==> src/rtl/sharp_queue.sv <==
// ----------------------------------------------------------------------------
// Sharpen item queue
// Small register FIFO that decouples the front end from the back end.
// ----------------------------------------------------------------------------
`default_nettype none

module sharp_queue #(
	parameter int WIDTH = 8,
	parameter int DEPTH = 4,
	localparam int PW = $clog2(DEPTH),
	localparam int CW = $clog2(DEPTH + 1)
) (
	input  wire logic             clk,
	input  wire logic             arst_n,
	input  wire logic             push,
	input  wire logic [WIDTH-1:0] wdata,
	output logic                  full,
	input  wire logic             pop,
	output logic      [WIDTH-1:0] rdata,
	output logic                  empty
);

	logic [WIDTH-1:0] mem_q [DEPTH];
	logic [PW-1:0]    wr_ptr_q;
	logic [PW-1:0]    rd_ptr_q;
	logic [CW-1:0]    count_q;
	logic             do_push;
	logic             do_pop;

	assign full    = (count_q == CW'(DEPTH));
	assign empty   = (count_q == '0);
	assign do_push = push && !full;
	assign do_pop  = pop && !empty;
	assign rdata   = mem_q[rd_ptr_q];

	always_ff @(posedge clk) begin
		if (do_push) begin
			mem_q[wr_ptr_q] <= wdata;
		end
	end

	always_ff @(posedge clk or negedge arst_n) begin
		if (!arst_n) begin
			wr_ptr_q <= '0;
			rd_ptr_q <= '0;
			count_q  <= '0;
		end else begin
			if (do_push) begin
				wr_ptr_q <= (wr_ptr_q == PW'(DEPTH - 1)) ? '0 : wr_ptr_q + 1'b1;
			end
			if (do_pop) begin
				rd_ptr_q <= (rd_ptr_q == PW'(DEPTH - 1)) ? '0 : rd_ptr_q + 1'b1;
			end
			if (do_push && !do_pop) begin
				count_q <= count_q + 1'b1;
			end else if (do_pop && !do_push) begin
				count_q <= count_q - 1'b1;
			end
		end
	end

endmodule

`default_nettype wire

==> config.mk <==
export PLATFORM = sky130hd
export DESIGN_NAME = sharp_queue
export DESIGN_NICKNAME = d
export VERILOG_FILES = /design/src/rtl/sharp_queue.sv
export SDC_FILE = /design/constraint.sdc
export NUM_CORES = 1
export LEC_CHECK = 0
export ABC_AREA = 0
export BUFFER_PORTS_ARGS = -buffer_cell sky130_fd_sc_hd__buf_2
export CORE_ASPECT_RATIO = 1.1
export CORE_MARGIN = 1.5
export CORE_UTILIZATION = 27
export DETAILED_ROUTE_END_ITERATION = 16
export PLACE_DENSITY_LB_ADDON = 0.2
export SLEW_MARGIN = 20
export SYNTH_ARGS = -nofsm -noshare
export SYNTH_HDL_FRONTEND = slang
export SYNTH_SLANG_ARGS = --single-unit
==> constraint.sdc <==
create_clock -name clk -period 1.9 [get_ports clk]
set_clock_uncertainty 0.15 [all_clocks]
set_input_delay 0.57 -clock clk [delete_from_list [all_inputs] [get_ports clk]]
set_output_delay 0.57 -clock clk [all_outputs]
set_load 0.01 [all_outputs]
==> results of run 1 <==
==> metrics by stage <==
stage	cells	cell area, µm²	utilization, %	power [W]	TNS [ns]
after global routing	195	2040	35.4	0.00328	-3.05
after CTS	194	2030	35.2	0.00310	-2.68
after global placement	182	1900	32.9	0.00244	-0.185
after floorplan	79	1650	-	0.00205	-0.228
after detailed placement	182	1900	32.9	0.00249	-0.279
final	195	2040	35.4	0.00305	-2.43
==> state kept, by name, summed over array words and instances, names as in the netlist <==
| signal | cells |
|---|---|
| mem_q | 32 |
| count_q | 3 |
| rd_ptr_q | 2 |
| wr_ptr_q | 2 |
==> final timing paths <==
check                                   startpoint                 endpoint  slack (ns)  depth (start not counted)
max in group asynchronous                   arst_n  rd_ptr_q[1]$_DFFE_PN0P_        0.95                          2
max reg2reg                 count_q[2]$_DFFE_PN0P_   count_q[2]$_DFFE_PN0P_       -0.02                          8
min reg2reg                wr_ptr_q[1]$_DFFE_PN0P_  wr_ptr_q[1]$_DFFE_PN0P_        0.45                          1
max                        rd_ptr_q[0]$_DFFE_PN0P_                 rdata[2]       -0.32                          3
min in group asynchronous                   arst_n   count_q[0]$_DFFE_PN0P_        0.48                          2
min                                       wdata[4]    mem_q[2][4]$_DFFE_PP_        0.35                          1
==> cell families (layout without fill, tap and decap cells) <==
kind of cell  Yosys count  in the layout  synth area share, %
xor+xnor                3              3                 1.62
fa+ha+maj               7              7                 5.87
buf+inv                 6             45                 1.93
flops                  39             39                 70.1
mux                    13             13                 15.1
simple gates           11             11                 5.41
==> area by class of cell <==
| cell class | count | area, µm² |
|---|---|---|
| inverter | 3 | 11.3 |
| fill | 551 | 3730 |
| tap | 77 | 96.3 |
| clock inverter | 3 | 15.0 |
| timing repair buffer | 34 | 230 |
| multi-input combinational | 34 | 479 |
| clock buffer | 5 | 68.8 |
| sequential | 39 | 1140 |
==> report_power, final <==
part           switching [W]  leakage (nW)  internal, W  total [W]
clock               0.000280        0.0477     0.000251   0.000531
combinational       0.000488         0.352     0.000695    0.00118
sequential          0.000167         0.371      0.00117    0.00133
total               0.000934         0.771      0.00211    0.00305
==> layer usage <==
layer / vias up / track usage (%) / wire length, µm
met5: - / 0 / 0
met2: 21 / 15.6 / 1470
li1: 376 / - / -
met3: 5 / 3.04 / 119
met4: 0 / 5.89 / 55
met1: 408 / 10.9 / 1110
==> Yosys cell counts, types with 2 or more instances <==
cell and count:
ha_1 6, inv_1 3, mux4_2 8, mux2_2 3, nor2_1 3, xor2_1 2
dfrtp_1 7, and2_2 4, mux2_4 2, edfxtp_1 32
==> cell usage in the layout (no fill, tap or decap), drive strengths merged <==
cell and n:
dlygate4sd3 1, dfrtp 7, nor2b 1, clkinv 3
nor2 3, nor3 1, xor2 2, mux4 8
and2 4, mux2 5, clkbuf 5, xnor2 1
inv 3, fa 1, nor3b 1, buf 33
edfxtp 32, ha 6, nand2b 1
==> worst register-to-register path: cells and delay by family, from the launching register on <==
| family | cells | cell delay, ns |
|---|---|---|
| fa+ha+maj | 2 | 0.47 |
| simple gates | 3 | 0.47 |
| xor+xnor | 2 | 0.29 |
| buf+inv | 1 | 0.03 |
| flops | 1 | 0.44 |
==> what timing repair did <==
| action | in CTS | in global routing |
|---|---|---|
| hold buffers | 1 | 0 |
| cloned | 0 | 0 |
| gates resized for setup | 5 | 1 |
| pin swaps | 4 | 1 |
| setup buffers | 3 | 1 |
| endpoints found under the hold margin | 7 | 0 |
| setup endpoints to repair | 10 | 11 |
==> impl_metrics.csv, run 1 <==
group,metric,value,unit
outcome,status,"finished, violations left",
outcome,violations,"negative setup slack",
grt,grtUsageTotal,9.55,%
die,dieHeight,84.2,µm
logic_synthesis,syn_area_per_cell,20.5,µm²
setup_path,setup.worst_path.start_class,"flip-flop",
logic_synthesis,ys_types,19,
setup_path,crit_family,"multiplexers",
sta,report.final.slew_viol_count,0,
clocking,numCtsBuffers,5,
drt,drtIter0Drc,38,
sta,setup_viol,10,
drt,antenna_left,0,
setup_path,cp_num_buf_inv,2,
layout,antenna_cells,0,
setup_path,critPathArrivalTime,1.50,ns
place,place.gp.congestion,0.645,
sta,finalCriticalPeriod,2.22,ns
drt,wl_per_cell,14.1,µm
drt,wl,2760,µm
logic_synthesis,yosys_warnings,0,
logic_synthesis,ys_ff_latch,39,
grt,antenna_found_initial,0,
grt,overflow,0,
layout,fin_nets,136,
logic_synthesis,yosysSeqAreaShare,70.1,%
die,fp.dieArea,0.00648,mm²
setup_path,slowest_stage,"mux4_2",
clocking,clkLatencyLatePin,0.29,ns
sta,slew_headroom,81.8,%
grt,grt_pass1_vias,898,
grt,grt_max_degree,13,
setup_path,slowest_delay,0.52,ns
sta,fin_crit_sh,117,%
logic_synthesis,yosys.area.top_type_share,59.3,%
die,ioPinCount,22,
sta,hold_viol_final,0,
sta,timing.hold.ws,0.353,ns
clocking,cts_buffer_depth,2,
sta,rsz0062_at_grt,"true",
sta,timing.final.ws_setup,-0.316,ns
power_and_ir_drop,pwr_density_cell,1490,mW/mm²
sta,fmax,451,MHz
logic_synthesis,syn_area,0.00162,mm²
drt,num_vias,810,
logic_synthesis,synth_edf_count,32,
die,std_cell_rows,29,
layout,syn_to_final_growth,26.0,%
logic_synthesis,synthCells,79,
place,io_buffers,21,
setup_path,end_kind,"output pin",
logic_synthesis,synth.area.top_cells,"edfxtp_1 (59%), mux4_2 (11%), dfrtp_1 (11%)",
logic_synthesis,yosys.area.top_type,"edfxtp_1",
logic_synthesis,synth_nets,98,
setup_path,critPathKind,"reg2out",
logic_synthesis,async_reset_ff_share,17.9,%
place,dp_hpwl,1890,µm
place,place_ws,-0.142,ns
clocking,h-tree-depth,2,
drt,route.detailed.drc,0,
die,core,0.00577,mm²
job,cap_violations,0,
sta,tightest_slew,0.273,ns
setup_path,path_cells,"buf_12, mux4_2, buf_6",
clocking,clock-sinks,39,
setup_path,worst-path-max-fanout,8,
grt,grt_pass1_wl,4500,µm
drt,first_pass_iters,4,
power_and_ir_drop,power.leakage,0.771,nW
logic_synthesis,ys.flop_type,"edfxtp_1",
setup_path,required,1.18,ns
power_and_ir_drop,ir_drop,0.000635,V
clocking,root_buffer,"clkbuf_8",
die,die_w,76.9,µm
die,start_util,28.1,%
layout,drive_gt1_share,58.5,%
clocking,cts_tree,"done",
drt,via_per_inst,4.15,
worst_hold_path,hp-class,"in2reg",
clocking,clk_pin_slew,0.08,ns
(Power assumes the default switching activity.)
==> inputs of run 2 (changes only) <==
Settings changed: CORE_MARGIN 1.5 to 2, SETUP_SLACK_MARGIN set to 0.3.
==> run 2 against run 1 <==
  * The run still ends with negative setup slack left
  * Cell area grew 2.8%
  * Critical path depth is the same
  * Critical endpoint is now rdata[5]
  * Worst setup slack gained 0.011 ns
  * Register-to-register slack about the same
  * First-iteration DRC count is the same
  * Critical path type unchanged
  * Hold slack worse by 0.0037 ns
  * Clock power up 4%
  * Sequential power barely moved
  * Cell count rose by 0.51%
  * Combinational power is 12% higher
==> impl_metrics.csv, run 2 (synthesized netlist as in run 1, its figures left out) <==
group,metric,value,unit
outcome,status,"finished, violations left",
grt,gr-usage-met2,15.2,%
drt,num_vias,798,
grt,use_met3,3.83,%
clocking,cts_tree,"done",
setup_path,required,1.18,ns
power_and_ir_drop,p_sw,0.000939,W
die,core,0.00577,mm²
layout,largest_reg_flops,32,
die,fp.dieArea,0.00664,mm²
grt,grt_pass1_wl,4350,µm
drt,wl_per_cell,13.7,µm
clocking,cts_buffer_depth,2,
die,std_cell_rows,29,
power_and_ir_drop,ir_drop,0.000387,V
sta,timing.final.ws_setup,-0.305,ns
grt,grt_max_degree,13,
clocking,h-tree-depth,2,
grt,grt_pass1_vias,843,
drt,wl,2680,µm
die,ioPinCount,22,
layout,drive_gt1_share,57.1,%
die,start_util,28.1,%
drt,via_per_inst,4.07,
setup_path,end_kind,"output pin",
power_and_ir_drop,power.share.clock,17.2,%
power_and_ir_drop,p_seq_share,41.6,%
drt,drtIter0Drc,38,
sta,setup_viol,9,
layout,largestRegisters,"mem_q x32, count_q x3",
job,cap_violations,0,
sta,rsz0062_at_grt,"true",
layout,syn_to_final_growth,29.5,%
layout,fill_cells,538,
outcome,violations,"negative setup slack",
sta,final.setup.tns,-2.31,ns
setup_path,setup.worst_path.start_class,"flip-flop",
clocking,clk_pin_slew,0.07,ns
sta,slew_headroom,83.0,%
layout,top_register,"mem_q",
place,io_buffers,21,
worst_hold_path,hp-class,"in2reg",
sta,hold_viol_final,0,
die,dieHeight,85.2,µm
power_and_ir_drop,switching_share,29.4,%
grt,grtUsageTotal,9.33,%
grt,met1_usage,10.5,%
grt,overflow,0,
drt,first_pass_iters,4,
power_and_ir_drop,pwr_density_cell,1520,mW/mm²
setup_path,reg2reg_slack,-0.02,ns
power_and_ir_drop,p_int,0.00226,W
sta,finalCriticalPeriod,2.20,ns
place,dp_hpwl,1860,µm
sta,fmax,454,MHz
grt,busiest_layer,"met2",
clocking,clkLatencyLatePin,0.28,ns
drt,antenna_left,0,
setup_path,critPathArrivalTime,1.48,ns
layout,fin_nets,137,
place,place.gp.congestion,0.713,
clocking,numCtsBuffers,5,
sta,tightest_slew,0.255,ns
layout,final_core_util,36.4,%
sta,fin_crit_sh,116,%
layout,final_common_cell,"edfxtp_1",
die,die_w,77.9,µm
setup_path,worst-path-max-fanout,4,
power_and_ir_drop,comb_power_share,41.2,%
clocking,clock-sinks,39,
setup_path,critPathKind,"reg2out",
layout,antenna_cells,0,
grt,antenna_found_initial,0,
clocking,root_buffer,"clkbuf_8",
sta,report.final.slew_viol_count,0,
layout,mostFrequentLayoutCells,"edfxtp_1 (32), buf_2 (16), buf_6 (9)",
power_and_ir_drop,power.leakage,0.796,nW
drt,route.detailed.drc,0,
## run 2: power groups by stage
| stage | Sequential, W | Combinational [W] | Clock, W |
|---|---|---|---|
| floorplan | 0.00129 | 0.000777 | 0 |
| global placement | 0.00133 | 0.00110 | 0 |
| detailed placement | 0.00135 | 0.00113 | 0 |
| CTS | 0.00133 | 0.00128 | 0.000580 |
| global route | 0.00136 | 0.00145 | 0.000614 |
| finish | 0.00133 | 0.00132 | 0.000550 |
## run 2: worst paths after layout
check                                             start                 endpoint  depth (start not counted)
worst min-delay path                           wdata[3]    mem_q[3][3]$_DFFE_PP_                          1
min in group asynchronous                        arst_n  wr_ptr_q[1]$_DFFE_PN0P_                          2
worst max-delay path            rd_ptr_q[0]$_DFFE_PN0P_                 rdata[5]                          3
max in group asynchronous                        arst_n  rd_ptr_q[1]$_DFFE_PN0P_                          2
worst min register to register  wr_ptr_q[1]$_DFFE_PN0P_  wr_ptr_q[1]$_DFFE_PN0P_                          1
worst max register to register   count_q[1]$_DFFE_PN0P_   count_q[2]$_DFFE_PN0P_                          8
## run 2: cell type report
type                    count  area [µm²]  share of cell area, %
clock inverters             1        5.00                  0.239
repair buffers             35         272                   12.9
clock buffers               7        86.3                   4.11
inverters                   3        11.3                  0.537
multi-input cells          34         488                   23.3
well taps                  77        96.3                   4.59
flip-flops and latches     39        1140                   54.3
## run 2: worst max-delay path: stages (launching register included)
cell and delay (ns):
dfrtp_1 0.40, buf_6 0.15, mux4_2 0.52, buf_6 0.14
## run 2: per-layer routing
layer,vias to the layer above,routed length (µm)
met5,-,0
met4,0,60
met3,5,126
met2,14,1440
met1,403,1050
li1,376,-
## run 2: repair_timing
| item | CTS | global route |
|---|---|---|
| setup endpoints to repair | 44 | 48 |
| buffers inserted | 4 | 1 |
| gates resized for setup | 12 | 5 |
| pin swaps | 8 | 3 |
| gates cloned | 0 | 0 |
| hold endpoints to repair | 7 | 0 |
| hold buffers | 1 | 0 |
## run 2: stage by stage
stage                     std cells  cell area (µm²)  total power (W)  hold WS, ns  setup slack, ns
after floorplan                  79             1650          0.00206        0.124           -0.123
after global placement          182             1900          0.00244        0.267          -0.0890
after detailed placement        182             1900          0.00248        0.270           -0.156
after CTS                       195             2070          0.00319        0.337           -0.329
after global routing            196             2100          0.00342        0.333           -0.362
final                           196             2100          0.00320        0.349           -0.305
