==> config.mk <==
export PLATFORM = sky130hd
export DESIGN_NAME = sharp_front_flat
export DESIGN_NICKNAME = d
export VERILOG_FILES = /design/src/rtl/sharp_pkg.sv /design/src/rtl/sharp_in_if.sv /design/src/rtl/sharp_front.sv /design/src/flat_wrapper.sv
export SDC_FILE = /design/constraint.sdc
export NUM_CORES = 1
export LEC_CHECK = 0
export BUFFER_PORTS_ARGS = -buffer_cell sky130_fd_sc_hd__buf_4
export CAP_MARGIN = 40
export CORE_MARGIN = 2
export CORE_UTILIZATION = 45
export DETAILED_ROUTE_END_ITERATION = 8
export PLACE_DENSITY = 0.66
export SLEW_MARGIN = 5
export SYNTH_ARGS = -nofsm -noshare
export SYNTH_HDL_FRONTEND = slang
export SYNTH_SLANG_ARGS = --single-unit
export TNS_END_PERCENT = 5
==> constraint.sdc <==
create_clock -name clk -period 13.2 [get_ports clk]
set_input_delay 2.64 -clock clk [delete_from_list [all_inputs] [get_ports clk]]
set_output_delay 2.64 -clock clk [all_outputs]
set_load 0.01 [all_outputs]
==> src/rtl/sharp_pkg.sv <==
// ----------------------------------------------------------------------------
// Sharpen stencil package
// Shared widths, register indexes, item codes and the classification flags
// that travel from the front end to the back end.
// ----------------------------------------------------------------------------
`default_nettype none

package sharp_pkg;

	localparam int DATA_W    = 8;
	localparam int ROW_W     = 12;
	localparam int COL_W     = 13;
	localparam int CCNT_W    = 3;
	localparam int CFG_W     = 12;
	localparam int CFG_IDX_W = 2;

	localparam int DEF_MAX_WIDTH    = 2048;
	localparam int DEF_MAX_CHANNELS = 4;
	localparam int QUEUE_DEPTH      = 4;

	localparam int RST_CHANNELS = 3;
	localparam int RST_WIDTH    = 640;
	localparam logic [CFG_W-1:0] RST_HEIGHT = 12'd480;
	localparam logic [CFG_W-1:0] MIN_WIDTH  = 12'd3;
	localparam logic [CFG_W-1:0] MIN_HEIGHT = 12'd3;

	typedef enum logic [CFG_IDX_W-1:0] {
		REG_CHANNEL_COUNT = 2'd0,
		REG_IMAGE_WIDTH   = 2'd1,
		REG_IMAGE_HEIGHT  = 2'd2
	} sharp_reg_t;

	localparam logic CMD_PIXEL = 1'b0;
	localparam logic CMD_FLUSH = 1'b1;

	// Classification of one stream byte, decided by the front end.
	typedef struct packed {
		logic emit;      // byte releases a result
		logic interior;  // released result is a full stencil position
		logic fend;      // released result is the last byte of the frame
	} sharp_flags_t;

endpackage

`default_nettype wire

==> src/rtl/sharp_in_if.sv <==
// ----------------------------------------------------------------------------
// Sharpen input channel
// Valid/ready channel that carries one command and one channel byte.
// ----------------------------------------------------------------------------
`default_nettype none

interface sharp_in_if import sharp_pkg::*; ();
	logic              valid;
	logic              ready;
	logic              cmd;
	logic [DATA_W-1:0] sample;

	modport source (output valid, output cmd, output sample, input ready);
	modport sink   (input valid, input cmd, input sample, output ready);
endinterface

`default_nettype wire

==> src/rtl/sharp_front.sv <==
// ----------------------------------------------------------------------------
// Sharpen front end
// Holds the configuration and the input position, drops flushes that arrive
// mid-frame, and classifies every kept byte before it enters the queue.
// ----------------------------------------------------------------------------
`default_nettype none

module sharp_front import sharp_pkg::*; #(
	parameter int MAX_WIDTH    = DEF_MAX_WIDTH,
	parameter int MAX_CHANNELS = DEF_MAX_CHANNELS,
	localparam int DEPTH = MAX_WIDTH * MAX_CHANNELS,
	localparam int AW    = $clog2(DEPTH),
	localparam int LW    = $clog2(DEPTH + 1)
) (
	input  wire logic                 clk,
	input  wire logic                 arst_n,
	input  wire logic                 cfg_wr_en,
	input  wire logic [CFG_IDX_W-1:0] cfg_index,
	input  wire logic [CFG_W-1:0]     cfg_wdata,
	sharp_in_if.sink                  pixels,
	input  wire logic                 queue_full,
	output logic                      push,
	output logic      [DATA_W-1:0]    item_x,
	output logic      [AW-1:0]        item_col,
	output logic      [AW-1:0]        item_uidx,
	output logic      [ROW_W-1:0]     item_row,
	output sharp_flags_t              item_flags,
	output logic      [CCNT_W-1:0]    chan_count
);

	localparam int RST_C = (RST_CHANNELS > MAX_CHANNELS) ? MAX_CHANNELS : RST_CHANNELS;
	localparam int RST_W = (RST_WIDTH > MAX_WIDTH) ? MAX_WIDTH : RST_WIDTH;
	localparam int WCMP_W = CFG_W + 2;

	logic [CCNT_W-1:0] chan_q;
	logic [CFG_W-1:0]  width_q;
	logic [CFG_W-1:0]  height_q;
	logic [LW-1:0]     len_q;
	logic [ROW_W:0]    in_row_q;
	logic [AW-1:0]     in_col_q;

	logic [CCNT_W-1:0] c_new;
	logic [CFG_W-1:0]  w_new;
	logic [CFG_W-1:0]  h_new;
	logic              cfg_hit;

	logic              accept;
	logic              in_frame;
	logic              drop;
	logic [LW-1:0]     col_l;
	logic [LW-1:0]     c_l;
	logic [LW-1:0]     col_inc;
	logic              col_ge_c;
	logic [LW-1:0]     uidx_l;
	logic [ROW_W:0]    h_ext;
	logic [ROW_W:0]    orow;

	// Register writes, clamped into range.
	always_comb begin
		if (cfg_wdata[CCNT_W-1:0] == '0) begin
			c_new = CCNT_W'(1);
		end else if (cfg_wdata[CCNT_W-1:0] > CCNT_W'(MAX_CHANNELS)) begin
			c_new = CCNT_W'(MAX_CHANNELS);
		end else begin
			c_new = cfg_wdata[CCNT_W-1:0];
		end
		if (cfg_wdata < MIN_WIDTH) begin
			w_new = MIN_WIDTH;
		end else if (WCMP_W'(cfg_wdata) > WCMP_W'(MAX_WIDTH)) begin
			w_new = CFG_W'(MAX_WIDTH);
		end else begin
			w_new = cfg_wdata;
		end
		h_new = (cfg_wdata < MIN_HEIGHT) ? MIN_HEIGHT : cfg_wdata;
	end

	assign cfg_hit = cfg_wr_en && (cfg_index == REG_CHANNEL_COUNT ||
		cfg_index == REG_IMAGE_WIDTH || cfg_index == REG_IMAGE_HEIGHT);

	// The row length is kept as a product so no multiplier sits in the item path.
	always_ff @(posedge clk or negedge arst_n) begin
		if (!arst_n) begin
			chan_q   <= CCNT_W'(RST_C);
			width_q  <= CFG_W'(RST_W);
			height_q <= RST_HEIGHT;
			len_q    <= LW'(RST_C * RST_W);
		end else if (cfg_wr_en) begin
			case (cfg_index)
				REG_CHANNEL_COUNT: begin
					chan_q <= c_new;
					len_q  <= LW'(width_q) * LW'(c_new);
				end
				REG_IMAGE_WIDTH: begin
					width_q <= w_new;
					len_q   <= LW'(w_new) * LW'(chan_q);
				end
				REG_IMAGE_HEIGHT: begin
					height_q <= h_new;
				end
				default: begin
				end
			endcase
		end
	end

	assign accept       = pixels.valid && pixels.ready;
	assign pixels.ready = !queue_full;
	assign in_frame     = in_row_q < {1'b0, height_q};
	assign drop         = in_frame && (pixels.cmd == CMD_FLUSH);
	assign push         = accept && !drop;
	assign chan_count   = chan_q;

	// Position of the result that this byte releases, one row plus one pixel back.
	always_comb begin
		col_l    = LW'(in_col_q);
		c_l      = LW'(chan_q);
		col_inc  = col_l + LW'(1);
		col_ge_c = col_l >= c_l;
		uidx_l   = col_ge_c ? col_l - c_l : col_l + len_q - c_l;
		h_ext    = {1'b0, height_q};
		orow     = in_row_q - (col_ge_c ? (ROW_W + 1)'(1) : (ROW_W + 1)'(2));

		item_x    = in_frame ? pixels.sample : '0;
		item_col  = in_col_q;
		item_uidx = uidx_l[AW-1:0];
		item_row  = orow[ROW_W-1:0];

		item_flags.emit     = !(in_row_q == '0 || (in_row_q == (ROW_W + 1)'(1) && !col_ge_c));
		item_flags.interior = (orow != '0) && (orow < h_ext - 1'b1) &&
			(uidx_l >= c_l) && (uidx_l < len_q - c_l);
		item_flags.fend     = item_flags.emit && (orow >= h_ext - 1'b1) &&
			(uidx_l >= len_q - 1'b1);
	end

	always_ff @(posedge clk or negedge arst_n) begin
		if (!arst_n) begin
			in_row_q <= '0;
			in_col_q <= '0;
		end else if (cfg_hit) begin
			in_row_q <= '0;
			in_col_q <= '0;
		end else if (push) begin
			if (item_flags.fend) begin
				in_row_q <= '0;
				in_col_q <= '0;
			end else if (col_inc >= len_q) begin
				in_col_q <= '0;
				in_row_q <= in_row_q + 1'b1;
			end else begin
				in_col_q <= in_col_q + 1'b1;
			end
		end
	end

`ifndef ASSERT_OFF
	a_fend_at_drain_end: assert property (@(posedge clk) disable iff (!arst_n)
		push && item_flags.fend |->
			in_row_q == h_ext + 1'b1 && col_l == c_l - 1'b1)
		else $error("frame end released away from the last drain position");

	a_row_bounded: assert property (@(posedge clk) disable iff (!arst_n)
		in_row_q <= h_ext + 1'b1)
		else $error("input row ran past the drain row");

	a_drop_holds_position: assert property (@(posedge clk) disable iff (!arst_n)
		!cfg_hit && accept && drop |=> $stable(in_row_q) && $stable(in_col_q))
		else $error("dropped flush moved the input position");
`endif

endmodule

`default_nettype wire

==> src/flat_wrapper.sv <==
// flat-port wrapper written by rule: the top's interface ports become plain ports
module sharp_front_flat import sharp_pkg::*;
#(
	parameter int MAX_WIDTH    = DEF_MAX_WIDTH,
	parameter int MAX_CHANNELS = DEF_MAX_CHANNELS,
	localparam int DEPTH = MAX_WIDTH * MAX_CHANNELS,
	localparam int AW    = $clog2(DEPTH),
	localparam int LW    = $clog2(DEPTH + 1)
)
  (clk, arst_n, cfg_wr_en, cfg_index, cfg_wdata, queue_full, push, item_x, item_col, item_uidx, item_row, item_flags, chan_count, pixels_valid, pixels_cmd, pixels_sample, pixels_ready);
  sharp_in_if pixels_i ();
  input  wire logic clk;
  input  wire logic arst_n;
  input  wire logic cfg_wr_en;
  input  wire logic [CFG_IDX_W-1:0] cfg_index;
  input  wire logic [CFG_W-1:0] cfg_wdata;
  input  wire logic queue_full;
  output logic push;
  output logic      [DATA_W-1:0] item_x;
  output logic      [AW-1:0] item_col;
  output logic      [AW-1:0] item_uidx;
  output logic      [ROW_W-1:0] item_row;
  output sharp_flags_t item_flags;
  output logic      [CCNT_W-1:0] chan_count;
  input wire logic [$bits(pixels_i.valid)-1:0] pixels_valid;
  input wire logic [$bits(pixels_i.cmd)-1:0] pixels_cmd;
  input wire logic [$bits(pixels_i.sample)-1:0] pixels_sample;
  output wire logic [$bits(pixels_i.ready)-1:0] pixels_ready;
  assign pixels_i.valid = pixels_valid;
  assign pixels_i.cmd = pixels_cmd;
  assign pixels_i.sample = pixels_sample;
  assign pixels_ready = pixels_i.ready;
  sharp_front #(.MAX_WIDTH(MAX_WIDTH), .MAX_CHANNELS(MAX_CHANNELS)) u_core (.clk(clk), .arst_n(arst_n), .cfg_wr_en(cfg_wr_en), .cfg_index(cfg_index), .cfg_wdata(cfg_wdata), .pixels(pixels_i), .queue_full(queue_full), .push(push), .item_x(item_x), .item_col(item_col), .item_uidx(item_uidx), .item_row(item_row), .item_flags(item_flags), .chan_count(chan_count));
endmodule
==> results.tsv, run 1 <==
stage	metric	value	unit
routing	firstDrtPassIters	5	
synthesis	avgSynthCellArea	7.95	um2
routing	drt_wl_total	26200	um
final_layout	nets	1396	
clocking	cts-hold-fix-buffers	0	
critical_path	cpPeakStageDelay	0.73	ns
floorplan	ios	82	
place	placed_cells	1469	
power_and_ir_drop	p_per_area	150	mW/mm2
clocking	cts.path.max_buffers	2	
synthesis	ys_seq_area_share	18.5	%
power_and_ir_drop	p_switching	713	uW
critical_path	worst_ep_arrival_time	6.60	ns
synthesis	synth_top_area_share	17.8	%
critical_path	cp-start-kind	register	
routing	drc	0	
synthesis	synth-simple-area-share	23.5	%
global_routing	grt_first_pass_wirelength	42900	um
clocking	h-tree-depth	3	
critical_path	crit_chain	ha_1 -> inv_1 -> fa_1 -> a21o_1 -> or3b_4 -> nor2_8 -> inv_1 -> fa_1 -> nor2_1 -> nand2_1 -> xnor2_1 -> ha_1 -> a211o_1 -> o221ai_1 -> a21oi_1 -> o31ai_1 -> a21boi_0 -> nor4b_1 -> o221ai_1 -> a31oi_1 -> buf_4	
global_routing	overflow	0	
synthesis	synth-compound-area-share	13.5	%
routing	viasPerCell	5.61	
floorplan	start_util	45.5	%
power_and_ir_drop	p_int	832	uW
synthesis	netlist_area	0.00916	mm2
floorplan	dieWidth	147	um
clocking	tritoncts	done	
floorplan	die_area	0.0215	mm2
run_status	outcome	complete, no violations	
timing	setup_tns	0	ns
synthesis	synth_top_family_by_area	adder cells	
routing	route.antenna.remaining_nets	0	
hold_path	hold_path.class	reg -> reg	
synthesis	ys_warn_count	0	
timing	finalMaxSlewViolations	0	
timing	rsz0062_at_grt	false	
timing	finalSetupViolCount	0	
synthesis	synth_mux_area_share	4.41	%
place	io_buffers	81	
timing	fin_crit	9.24	ns
final_layout	final_common_cell	nand2_1	
timing	max_clock_freq	108	MHz
synthesis	yosysTopAreaCell	ha_1	
synthesis	ys_seq_elements	67	
synthesis	synth_ff_type	dfrtp_1	
power_and_ir_drop	sw_frac_of_total	46.2	%
synthesis	ys_types	68	
synthesis	syn-num-nets	1338	
synthesis	synth_area_leaders	ha_1 (18%), dfrtp_1 (15%), xnor2_1 (7.4%)	
place	post-dp-hpwl	21300	um
global_routing	grt_start_max_net_pins	54	
floorplan	rows	52	
clocking	postCtsSetupBuffers	0	
timing	relSlewSlack	41.0	%
timing	hold_viol_final	0	
critical_path	crit_type	reg -> out	
synthesis	synthArstFlopShare	100	%
clocking	clkTransAtPathRegs	0.06	ns
critical_path	cp_max_fo	17	
final_layout	fin_cells	1485	
final_layout	drive_above_1_share	12.9	%
critical_path	crit_family	simple AND/OR/NAND/NOR gates	
routing	wl_per_cell	17.7	um
power_and_ir_drop	pwr-share-seq	17.8	%
timing	tightest_slew	0.882	ns
synthesis	synth_xor_area_share	8.90	%
global_routing	antenna_found_initial	0	
timing	timing.final.crit_share	70.0	%
routing	drt_iter0_markers	493	
power_and_ir_drop	combPwrFrac	66.1	%
place	finalWeightedCongestion	0.942	
clocking	cts.sinks	67	
synthesis	synth_edf_count	0	
synthesis	synthCells	1152	
power_and_ir_drop	p_leak	0.00504	uW
flow_run	drv_cap	0	
floorplan	die_h	147	um
global_routing	grt_usage	25.0	%
final_layout	most-common-layout-cells	nand2_1 (140), inv_1 (132), ha_1 (130)	
critical_path	end_kind	primary output	
clocking	cts_made_buffers	9	
synthesis	synth_fa_ha_area_share	23.9	%
power_and_ir_drop	ir_drop	0.0725	mV
routing	num_vias	8335	
final_layout	syn_to_final_growth	12.6	%
clocking	clk_latency	0.35	ns
clocking	clock-root-buffer	clkbuf_16	
power_and_ir_drop	clockPowerShare	16.0	%
global_routing	grt_pass1_vias	8066	
clocking	cts_resized	0	
floorplan	core_area	0.0201	mm2
timing	skew	0.00838	ns
final_layout	antenna_cells	0	
critical_path	cp_slowest_cell	dfstp_2	
critical_path	crit_required	10.56	ns
critical_path	crit_buf_inv	3	
==> cells in the mapped netlist (8+ instances only) <==
cell type and n:
nand2_1 140, inv_1 132, ha_1 130, xnor2_1 77, nor2_1 68, dfrtp_1 55, a21oi_1 48, o21ai_0 48
nand3_1 42, nor3_1 34, clkbuf_1 31, nand4_1 29, fa_1 28, mux2_2 27, and2_1 24, a21o_1 21
nor2b_1 18, and3_1 16, xor2_1 16, or3_1 13, dfstp_2 12, mux2i_1 10, o21a_1 10, nor4_1 9
nand2b_1 8
==> state kept, by name, summed over array words and instances, names as in the netlist <==
signal,count
u_core.width_q,12
u_core.in_row_q,13
u_core.len_q,14
u_core.height_q,12
u_core.chan_count,3
u_core.item_col,13
==> metrics by stage <==
step / hold slack [ns] / utilization [%] / worst slack (ns) / instance area, um2 / total power, uW
2_1_floorplan: 0.473 / - / 5.32 / 9160 / 957
3_3_place_gp: 0.491 / 49.6 / 4.47 / 9970 / 1270
3_5_place_dp: 0.503 / 49.8 / 4.36 / 10000 / 1290
4_1_cts: 0.512 / 51.3 / 3.95 / 10300 / 1540
5_1_grt: 0.555 / 51.3 / 3.67 / 10300 / 1680
6_report: 0.508 / 51.3 / 3.96 / 10300 / 1550
==> power groups by stage <==
stage               Sequential [uW]  Clock (uW)  Combinational [uW]
detailed placement              278           0                1010
global placement                277           0                 993
CTS                             275         254                1010
floorplan                       259           0                 697
global route                    280         262                1140
finish                          275         248                1020
==> final timing paths <==
| path | startpoint | slack [ns] | cells after the start | to |
|---|---|---|---|---|
| worst max register to register | u_core.chan_count[0] | 6.66 | 21 | u_core.in_row_q[3] |
| max in group asynchronous | arst_n | 10.43 | 2 | u_core.height_q[8] |
| worst min register to register | u_core.height_q[11] | 0.51 | 1 | u_core.height_q[11] |
| min in group asynchronous | arst_n | 2.16 | 1 | u_core.in_row_q[7] |
| worst max-delay path | u_core.chan_count[0] | 3.96 | 21 | item_flags[1] |
| worst min-delay path | u_core.height_q[11] | 0.51 | 1 | u_core.height_q[11] |
==> cells by family (layout without fill, tap and decap cells) <==
logic type,after synthesis,in the layout
multiplexers,37,37
flip-flops,67,67
adder cells (fa/ha/maj),158,158
XOR/XNOR,93,93
buffers and inverters,174,237
AO/OA/AOI/OAI,194,194
AND/OR/NAND/NOR,429,429
==> per-layer routing <==
layer	global-route usage [%]	part of all wire, %	up-vias
met1	34.3	45	3960
met2	41.2	47	227
met4	7.43	2.4	0
met5	0	0	-
li1	-	-	4114
met3	3.38	5.1	34
==> area by class of cell <==
type                    instances  area [um2]
multi-input cells             911        6790
fillers                      1931        9800
clock buffers                  10         239
inverters                     133         502
clock inverters                 6        63.8
flip-flops and latches         67        1690
repair buffers                 88         681
well taps                     270         338
Power figures use the tool's default switching activity.
==> run 2: changes to the inputs <==
--- a/config.mk
+++ b/config.mk
@@ -5,6 +5,7 @@
 export SDC_FILE = /design/constraint.sdc
 export NUM_CORES = 1
 export LEC_CHECK = 0
+export ABC_AREA = 1
 export BUFFER_PORTS_ARGS = -buffer_cell sky130_fd_sc_hd__buf_4
 export CAP_MARGIN = 40
 export CORE_MARGIN = 2
==> constraint.sdc (replaced) <==
create_clock -name clk -period 9 [get_ports clk]
set_input_delay 1.8 -clock clk [delete_from_list [all_inputs] [get_ports clk]]
set_output_delay 1.8 -clock clk [all_outputs]
set_load 0.01 [all_outputs]
==> results.tsv, run 2 <==
stage	metric	value	unit	change
hold_path	holdCritStartpoint	u_core.width_q[7]		
routing	firstDrtPassIters	5		unchanged
power_and_ir_drop	ir_drop	0.124	mV	+70%
synthesis	netlist_area	0.00950	mm2	+3.8%
critical_path	worst_ep_arrival_time	5.06	ns	-1.54 ns
hold_path	whs_path_depth	2		+1
final_layout	regMostFlops	u_core.len_q		
routing	route.antenna.remaining_nets	0		unchanged
place	finalWeightedCongestion	0.916		-2.8%
critical_path	r2r_cells	24		+14%
power_and_ir_drop	p_leak	0.00582	uW	+16%
global_routing	use_met3	3.12	%	-0.26 points
synthesis	synth_area_leaders	ha_1 (17%), nand2_1 (15%), dfrtp_1 (14%)		
clocking	clk_latency	0.35	ns	about the same
power_and_ir_drop	p_per_area	297	mW/mm2	+98%
clocking	tritoncts	done		
synthesis	synth_mux_area_share	0	%	-4.4 points
synthesis	synth_ff_type	dfrtp_1		
final_layout	drive_above_1_share	9.56	%	-3.4 points
global_routing	grt_start_max_net_pins	60		+11%
synthesis	synthCells	1445		+25%
floorplan	die_h	149	um	+1.8%
critical_path	cp_slowest_cell	dfstp_2		
power_and_ir_drop	design_power_total	3160	uW	+100%
synthesis	ys_seq_elements	67		unchanged
synthesis	synthArstFlopShare	100	%	unchanged
synthesis	avgSynthCellArea	6.58	um2	-17%
timing	skew	0.0103	ns	+0.00191 ns
clocking	cts_made_buffers	9		unchanged
critical_path	crit_family	adder cells		
global_routing	use_met2	41.2	%	+0.047 points
synthesis	synth_common_cells	nand2_1 (374), inv_1 (252), nor2_1 (146)		
place	post-dp-hpwl	21900	um	+2.5%
synthesis	synth_fa_ha_area_share	23.0	%	-0.87 points
critical_path	cp-start-kind	register		
global_routing	antenna_found_initial	0		unchanged
critical_path	crit_type	reg -> out		
timing	max_clock_freq	146	MHz	
routing	drt_iter0_markers	474		-3.9%
global_routing	grtUsageMet1	31.8	%	-2.5 points
final_layout	antenna_cells	0		unchanged
power_and_ir_drop	p_switching	1710	uW	+140%
timing	finalSetupViolCount	0		unchanged
hold_path	min_to	u_core.width_q[7]		
critical_path	crit_required	7.20	ns	-3.36 ns
clocking	cts_resized	0		unchanged
timing	relSlewSlack	43.0	%	+2.0 points
floorplan	rows	53		+1.9%
synthesis	synth_edf_count	0		unchanged
final_layout	most-common-layout-cells	nand2_1 (374), inv_1 (252), nor2_1 (146)		
timing	timing.final.crit_share	76.2	%	
routing	num_vias	9125		+9.5%
power_and_ir_drop	clockPowerShare	11.0	%	-5.0 points
floorplan	ios	82		unchanged
clocking	cts.sinks	67		unchanged
clocking	cts.path.max_buffers	2		unchanged
floorplan	start_util	45.5	%	-0.051 points
run_status	outcome	complete, no violations		
synthesis	synth_top_family_by_area	simple AND/OR/NAND/NOR gates		
critical_path	reg2reg_from	u_core.chan_count[0]		
synthesis	synth_xor_area_share	6.54	%	-2.4 points
timing	finalMaxSlewViolations	0		unchanged
routing	viasPerCell	5.09		-9.3%
power_and_ir_drop	combPwrFrac	75.9	%	+9.8 points
power_and_ir_drop	sw_frac_of_total	53.9	%	+7.8 points
clocking	h-tree-depth	3		unchanged
critical_path	crit_buf_inv	7		+4
timing	rsz0062_at_grt	false		
floorplan	core_area	0.0209	mm2	+3.9%
final_layout	largest_reg_flops	14		unchanged
synthesis	ys_warn_count	0		unchanged
global_routing	grt_first_pass_wirelength	42900	um	+0.16%
routing	drc	0		unchanged
power_and_ir_drop	pwr-share-seq	13.2	%	-4.6 points
power_and_ir_drop	p_int	1460	uW	+75%
clocking	clock-root-buffer	clkbuf_16		
flow_run	drv_cap	0		unchanged
synthesis	syn-num-nets	1631		+22%
routing	wl_per_cell	14.5	um	-18%
synthesis	synth-simple-area-share	30.2	%	+6.7 points
synthesis	yosysTopAreaCell	ha_1		
clocking	cts-hold-fix-buffers	0		unchanged
timing	fin_crit	6.86	ns	
floorplan	dieWidth	149	um	+1.8%
critical_path	cpPeakStageDelay	0.73	ns	about the same
clocking	postCtsSetupBuffers	0		unchanged
final_layout	syn_to_final_growth	11.9	%	
critical_path	r2r_slack	4.18	ns	-2.48 ns
critical_path	r2r-end	u_core.in_row_q[4]		
timing	hold_viol_final	0		unchanged
final_layout	final_common_cell	nand2_1		
synthesis	synth_top_area_share	17.1	%	-0.65 points
timing	tightest_slew	0.847	ns	-0.0350 ns
global_routing	grt_usage	24.2	%	-0.81 points
clocking	clkTransAtPathRegs	0.07	ns	about the same
critical_path	end_kind	primary output		
final_layout	nets	1698		+22%
routing	drt_wl_total	26000	um	-1.1%
floorplan	die_area	0.0223	mm2	+3.7%
timing	setup_tns	0	ns	unchanged
synthesis	synth.most_common_cell	nand2_1		
global_routing	overflow	0		unchanged
place	io_buffers	81		unchanged
hold_path	hold_path.class	reg -> reg		
synthesis	synth-compound-area-share	10.6	%	-2.9 points
synthesis	ys_seq_area_share	17.8	%	-0.67 points
synthesis	ys_types	43		-37%
global_routing	grt_pass1_vias	8821		+9.4%
critical_path	cp_max_fo	17		unchanged
global_routing	busiest_layer	met2		
## run 2: cell types whose count changed in the layout (fill, tap and decap cells not counted), moves of 26 or more
cell / previous run / this run
nor2_1: 68 / 146
nand2_1: 140 / 374
a21oi_1: 48 / 74
inv_1: 132 / 252
xor2_1: 16 / 59
xnor2_1: 77 / 12
nand3_1: 42 / 82
mux2_2: 27 / 0
## run 2: metal layers
layer	routed length (um)	up-vias
met5	0	-
met4	797	0
met3	1020	39
met2	11900	181
met1	12300	4182
li1	-	4723
## run 2: area by class of cell
type | count | area, um2
Timing Repair Buffer | 85 | 658
Clock inverter | 7 | 58.8
Clock buffer | 9 | 225
Fill cell | 2143 | 10300
Sequential cell | 67 | 1690
Inverter | 260 | 976
Tap cell | 275 | 344
Multi-Input combinational cell | 1089 | 6680
## run 2: power by group through the flow
stage                     logic (uW)  clock network [uW]  registers, uW
after floorplan                 1640                   0            397
after global routing            2730                 364            426
after CTS                       2410                 351            416
after detailed placement        2400                   0            421
final                           2400                 347            416
after global placement          2360                   0            419
## run 2: tightest hold or removal path: cells and delay by family, from the launching register on
kind,cells,cell delay [ns]
DFF,1,0.39
and+or+nand+nor,2,0.11
## run 2: cell families (layout without fill, tap and decap cells)
kind of cell | count (synthesis) | after routing
compound gates | 184 | 184
xor+xnor | 71 | 71
fa+ha+maj | 158 | 158
buf+inv | 289 | 361
flops | 67 | 67
simple gates | 676 | 676
## run 2: how the worst max path moves through the flow
stage	start	end	cells after the start
after global placement	u_core.chan_count[0]	item_flags[1]	25
after global routing	u_core.chan_count[0]	item_flags[1]	25
final	u_core.chan_count[0]	item_flags[1]	25
after floorplan	u_core.item_col[0]	item_flags[1]	28
after detailed placement	u_core.chan_count[0]	item_flags[1]	25
after CTS	u_core.chan_count[0]	item_flags[1]	25
## run 2: per-stage QoR
| stage | instance area [um2] | cells | utilization (%) | worst slack [ns] | hold WS (ns) |
|---|---|---|---|---|---|
| 2_1_floorplan | 9500 | 1445 | - | 3.07 | 0.463 |
| 3_3_place_gp | 10300 | 1774 | 49.4 | 2.62 | 0.477 |
| 3_5_place_dp | 10400 | 1776 | 49.6 | 2.52 | 0.479 |
| 4_1_cts | 10600 | 1792 | 50.9 | 2.12 | 0.490 |
| 5_1_grt | 10600 | 1792 | 50.9 | 1.65 | 0.512 |
| 6_report | 10600 | 1792 | 50.9 | 2.14 | 0.489 |
==> run 3: changes to the inputs <==
==> constraint.sdc (replaced) <==
create_clock -name clk -period 6.53 [get_ports clk]
set_input_delay 1.306 -clock clk [delete_from_list [all_inputs] [get_ports clk]]
set_output_delay 1.306 -clock clk [all_outputs]
set_load 0.01 [all_outputs]
==> results.tsv, run 3 (synthesis results as in run 2) <==
stage	metric	value	unit	change
global_routing	grt_start_max_net_pins	54		-10%
floorplan	die_h	149	um	unchanged
clocking	cts_made_buffers	9		unchanged
place	io_buffers	81		unchanged
final_layout	largest_reg_flops	14		unchanged
floorplan	dieWidth	149	um	unchanged
final_layout	fin_util	51.5	%	+0.54 points
routing	wl_per_cell	14.7	um	+1.8%
clocking	tritoncts	done		
critical_path	worst_ep_arrival_time	4.72	ns	-0.34 ns
critical_path	end_kind	primary output		
critical_path	cp-start-kind	register		
critical_path	crit_buf_inv	8		+1
critical_path	cp_max_fo	14		-3
critical_path	cp_slowest_cell	dfstp_4		
timing	finalMaxSlewViolations	0		unchanged
global_routing	overflow	0		unchanged
floorplan	core_area	0.0209	mm2	unchanged
timing	hold_viol_final	0		unchanged
final_layout	final_common_cell	nand2_1		
routing	viasPerCell	5.14		+1.0%
floorplan	start_util	45.5	%	unchanged
clocking	clock-root-buffer	clkbuf_16		
hold_path	hold_path.class	reg -> reg		
place	post-dp-hpwl	22200	um	+1.4%
place	placed_cells	1778		+0.11%
timing	finalSetupViolCount	0		unchanged
final_layout	syn_to_final_growth	13.1	%	
floorplan	rows	53		unchanged
power_and_ir_drop	ir_drop	0.209	mV	+69%
global_routing	grt_usage	24.6	%	+0.43 points
place	finalWeightedCongestion	0.927		+1.2%
final_layout	antenna_cells	0		unchanged
power_and_ir_drop	p_leak	0.00587	uW	+0.89%
critical_path	crit_required	5.22	ns	-1.98 ns
routing	num_vias	9263		+1.5%
routing	route.antenna.remaining_nets	0		unchanged
global_routing	antenna_found_initial	0		unchanged
clocking	h-tree-depth	3		unchanged
routing	drc	0		unchanged
timing	tightest_slew	0.883	ns	+0.0365 ns
timing	setup_tns	0	ns	unchanged
clocking	cts.sinks	67		unchanged
critical_path	crit_type	reg -> out		
timing	hold_slack	0.495	ns	+0.00554 ns
clocking	clk_latency	0.35	ns	about the same
power_and_ir_drop	p_per_area	416	mW/mm2	+40%
clocking	cts-hold-fix-buffers	0		unchanged
critical_path	crit_family	adder cells		
final_layout	fin_cells	1801		+0.50%
routing	drt_wl_total	26600	um	+2.3%
timing	rsz0062_at_grt	false		
floorplan	ios	82		unchanged
final_layout	nets	1707		+0.53%
timing	relSlewSlack	40.5	%	-2.5 points
clocking	cts.path.max_buffers	2		unchanged
run_status	outcome	complete, no violations		
final_layout	most-common-layout-cells	nand2_1 (374), inv_1 (251), nor2_1 (145)		
flow_run	drv_cap	0		unchanged
clocking	clkTransAtPathRegs	0.07	ns	about the same
final_layout	drive_above_1_share	10.4	%	+0.80 points
global_routing	grt_first_pass_wirelength	43700	um	+1.7%
final_layout	regMostFlops	u_core.len_q		
routing	firstDrtPassIters	6		+1
routing	drt_iter0_markers	649		+37%
global_routing	grt_pass1_vias	8747		-0.84%
timing	skew	0.0134	ns	+0.00314 ns
timing	max_clock_freq	166	MHz	
timing	fin_crit	6.03	ns	
floorplan	die_area	0.0223	mm2	unchanged
critical_path	cpPeakStageDelay	0.72	ns	about the same
timing	timing.final.crit_share	92.3	%	
-- run 3: stage by stage --
stage | total power [uW] | area (um2) | worst slack (ns)
final | 4480 | 10700 | 0.504
after global routing | 4970 | 10700 | 0.0643
after CTS | 4420 | 10700 | 0.224
after detailed placement | 3880 | 10400 | 0.619
after global placement | 3840 | 10300 | 0.671
after floorplan | 2800 | 9500 | 1.09
-- run 3: metal layers --
layer / vias to the layer above / GRT usage (%) / part of all wire, %
li1: 4735 / - / -
met1: 4287 / 33.1 / 47
met2: 210 / 42.9 / 47
met3: 31 / 2.81 / 4.4
met4: 0 / 4.95 / 1.5
met5: - / 0 / 0
-- run 3: power breakdown --
part / total, uW / internal (uW) / leakage (uW) / switching [uW]
Clock: 521 / 310 / 0.000150 / 211
Sequential: 572 / 481 / 0.000846 / 90.9
Combinational: 3380 / 1310 / 0.00488 / 2070
-- run 3: worst register-to-register path, delay by kind of cell (launching register included) --
| family | cells | cell delay [ns] |
|---|---|---|
| adder cells (fa/ha/maj) | 4 | 1.19 |
| buffers and inverters | 5 | 0.53 |
| AO/OA/AOI/OAI | 1 | 0.33 |
| AND/OR/NAND/NOR | 17 | 1.56 |
| flip-flops | 1 | 0.72 |
| XOR/XNOR | 1 | 0.20 |
-- run 3: path summary, 6_finish.rpt --
path                                      start                   end  slack, ns  depth (start not counted)
min in group asynchronous                arst_n      u_core.len_q[12]       0.82                          1
max in group asynchronous                arst_n  u_core.chan_count[0]       5.11                          2
max                        u_core.chan_count[1]         item_flags[1]       0.50                         26
min reg2reg                   u_core.width_q[7]     u_core.width_q[7]       0.49                          2
min                           u_core.width_q[7]     u_core.width_q[7]       0.49                          2
max reg2reg                u_core.chan_count[1]    u_core.in_row_q[0]       1.96                         28
-- run 3: final cells by class --
type	count	area, um2
fillers	2118	10100
flip-flops and latches	67	1700
well taps	275	344
multi-input cells	1089	6690
clock buffers	10	239
clock inverters	6	72.6
inverters	260	980
repair buffers	94	726
-- run 3: repair_timing --
action                     CTS  global route
resized for setup            0             5
hold endpoints to repair     0             0
setup endpoints to repair    0             2
buffers inserted             0             7
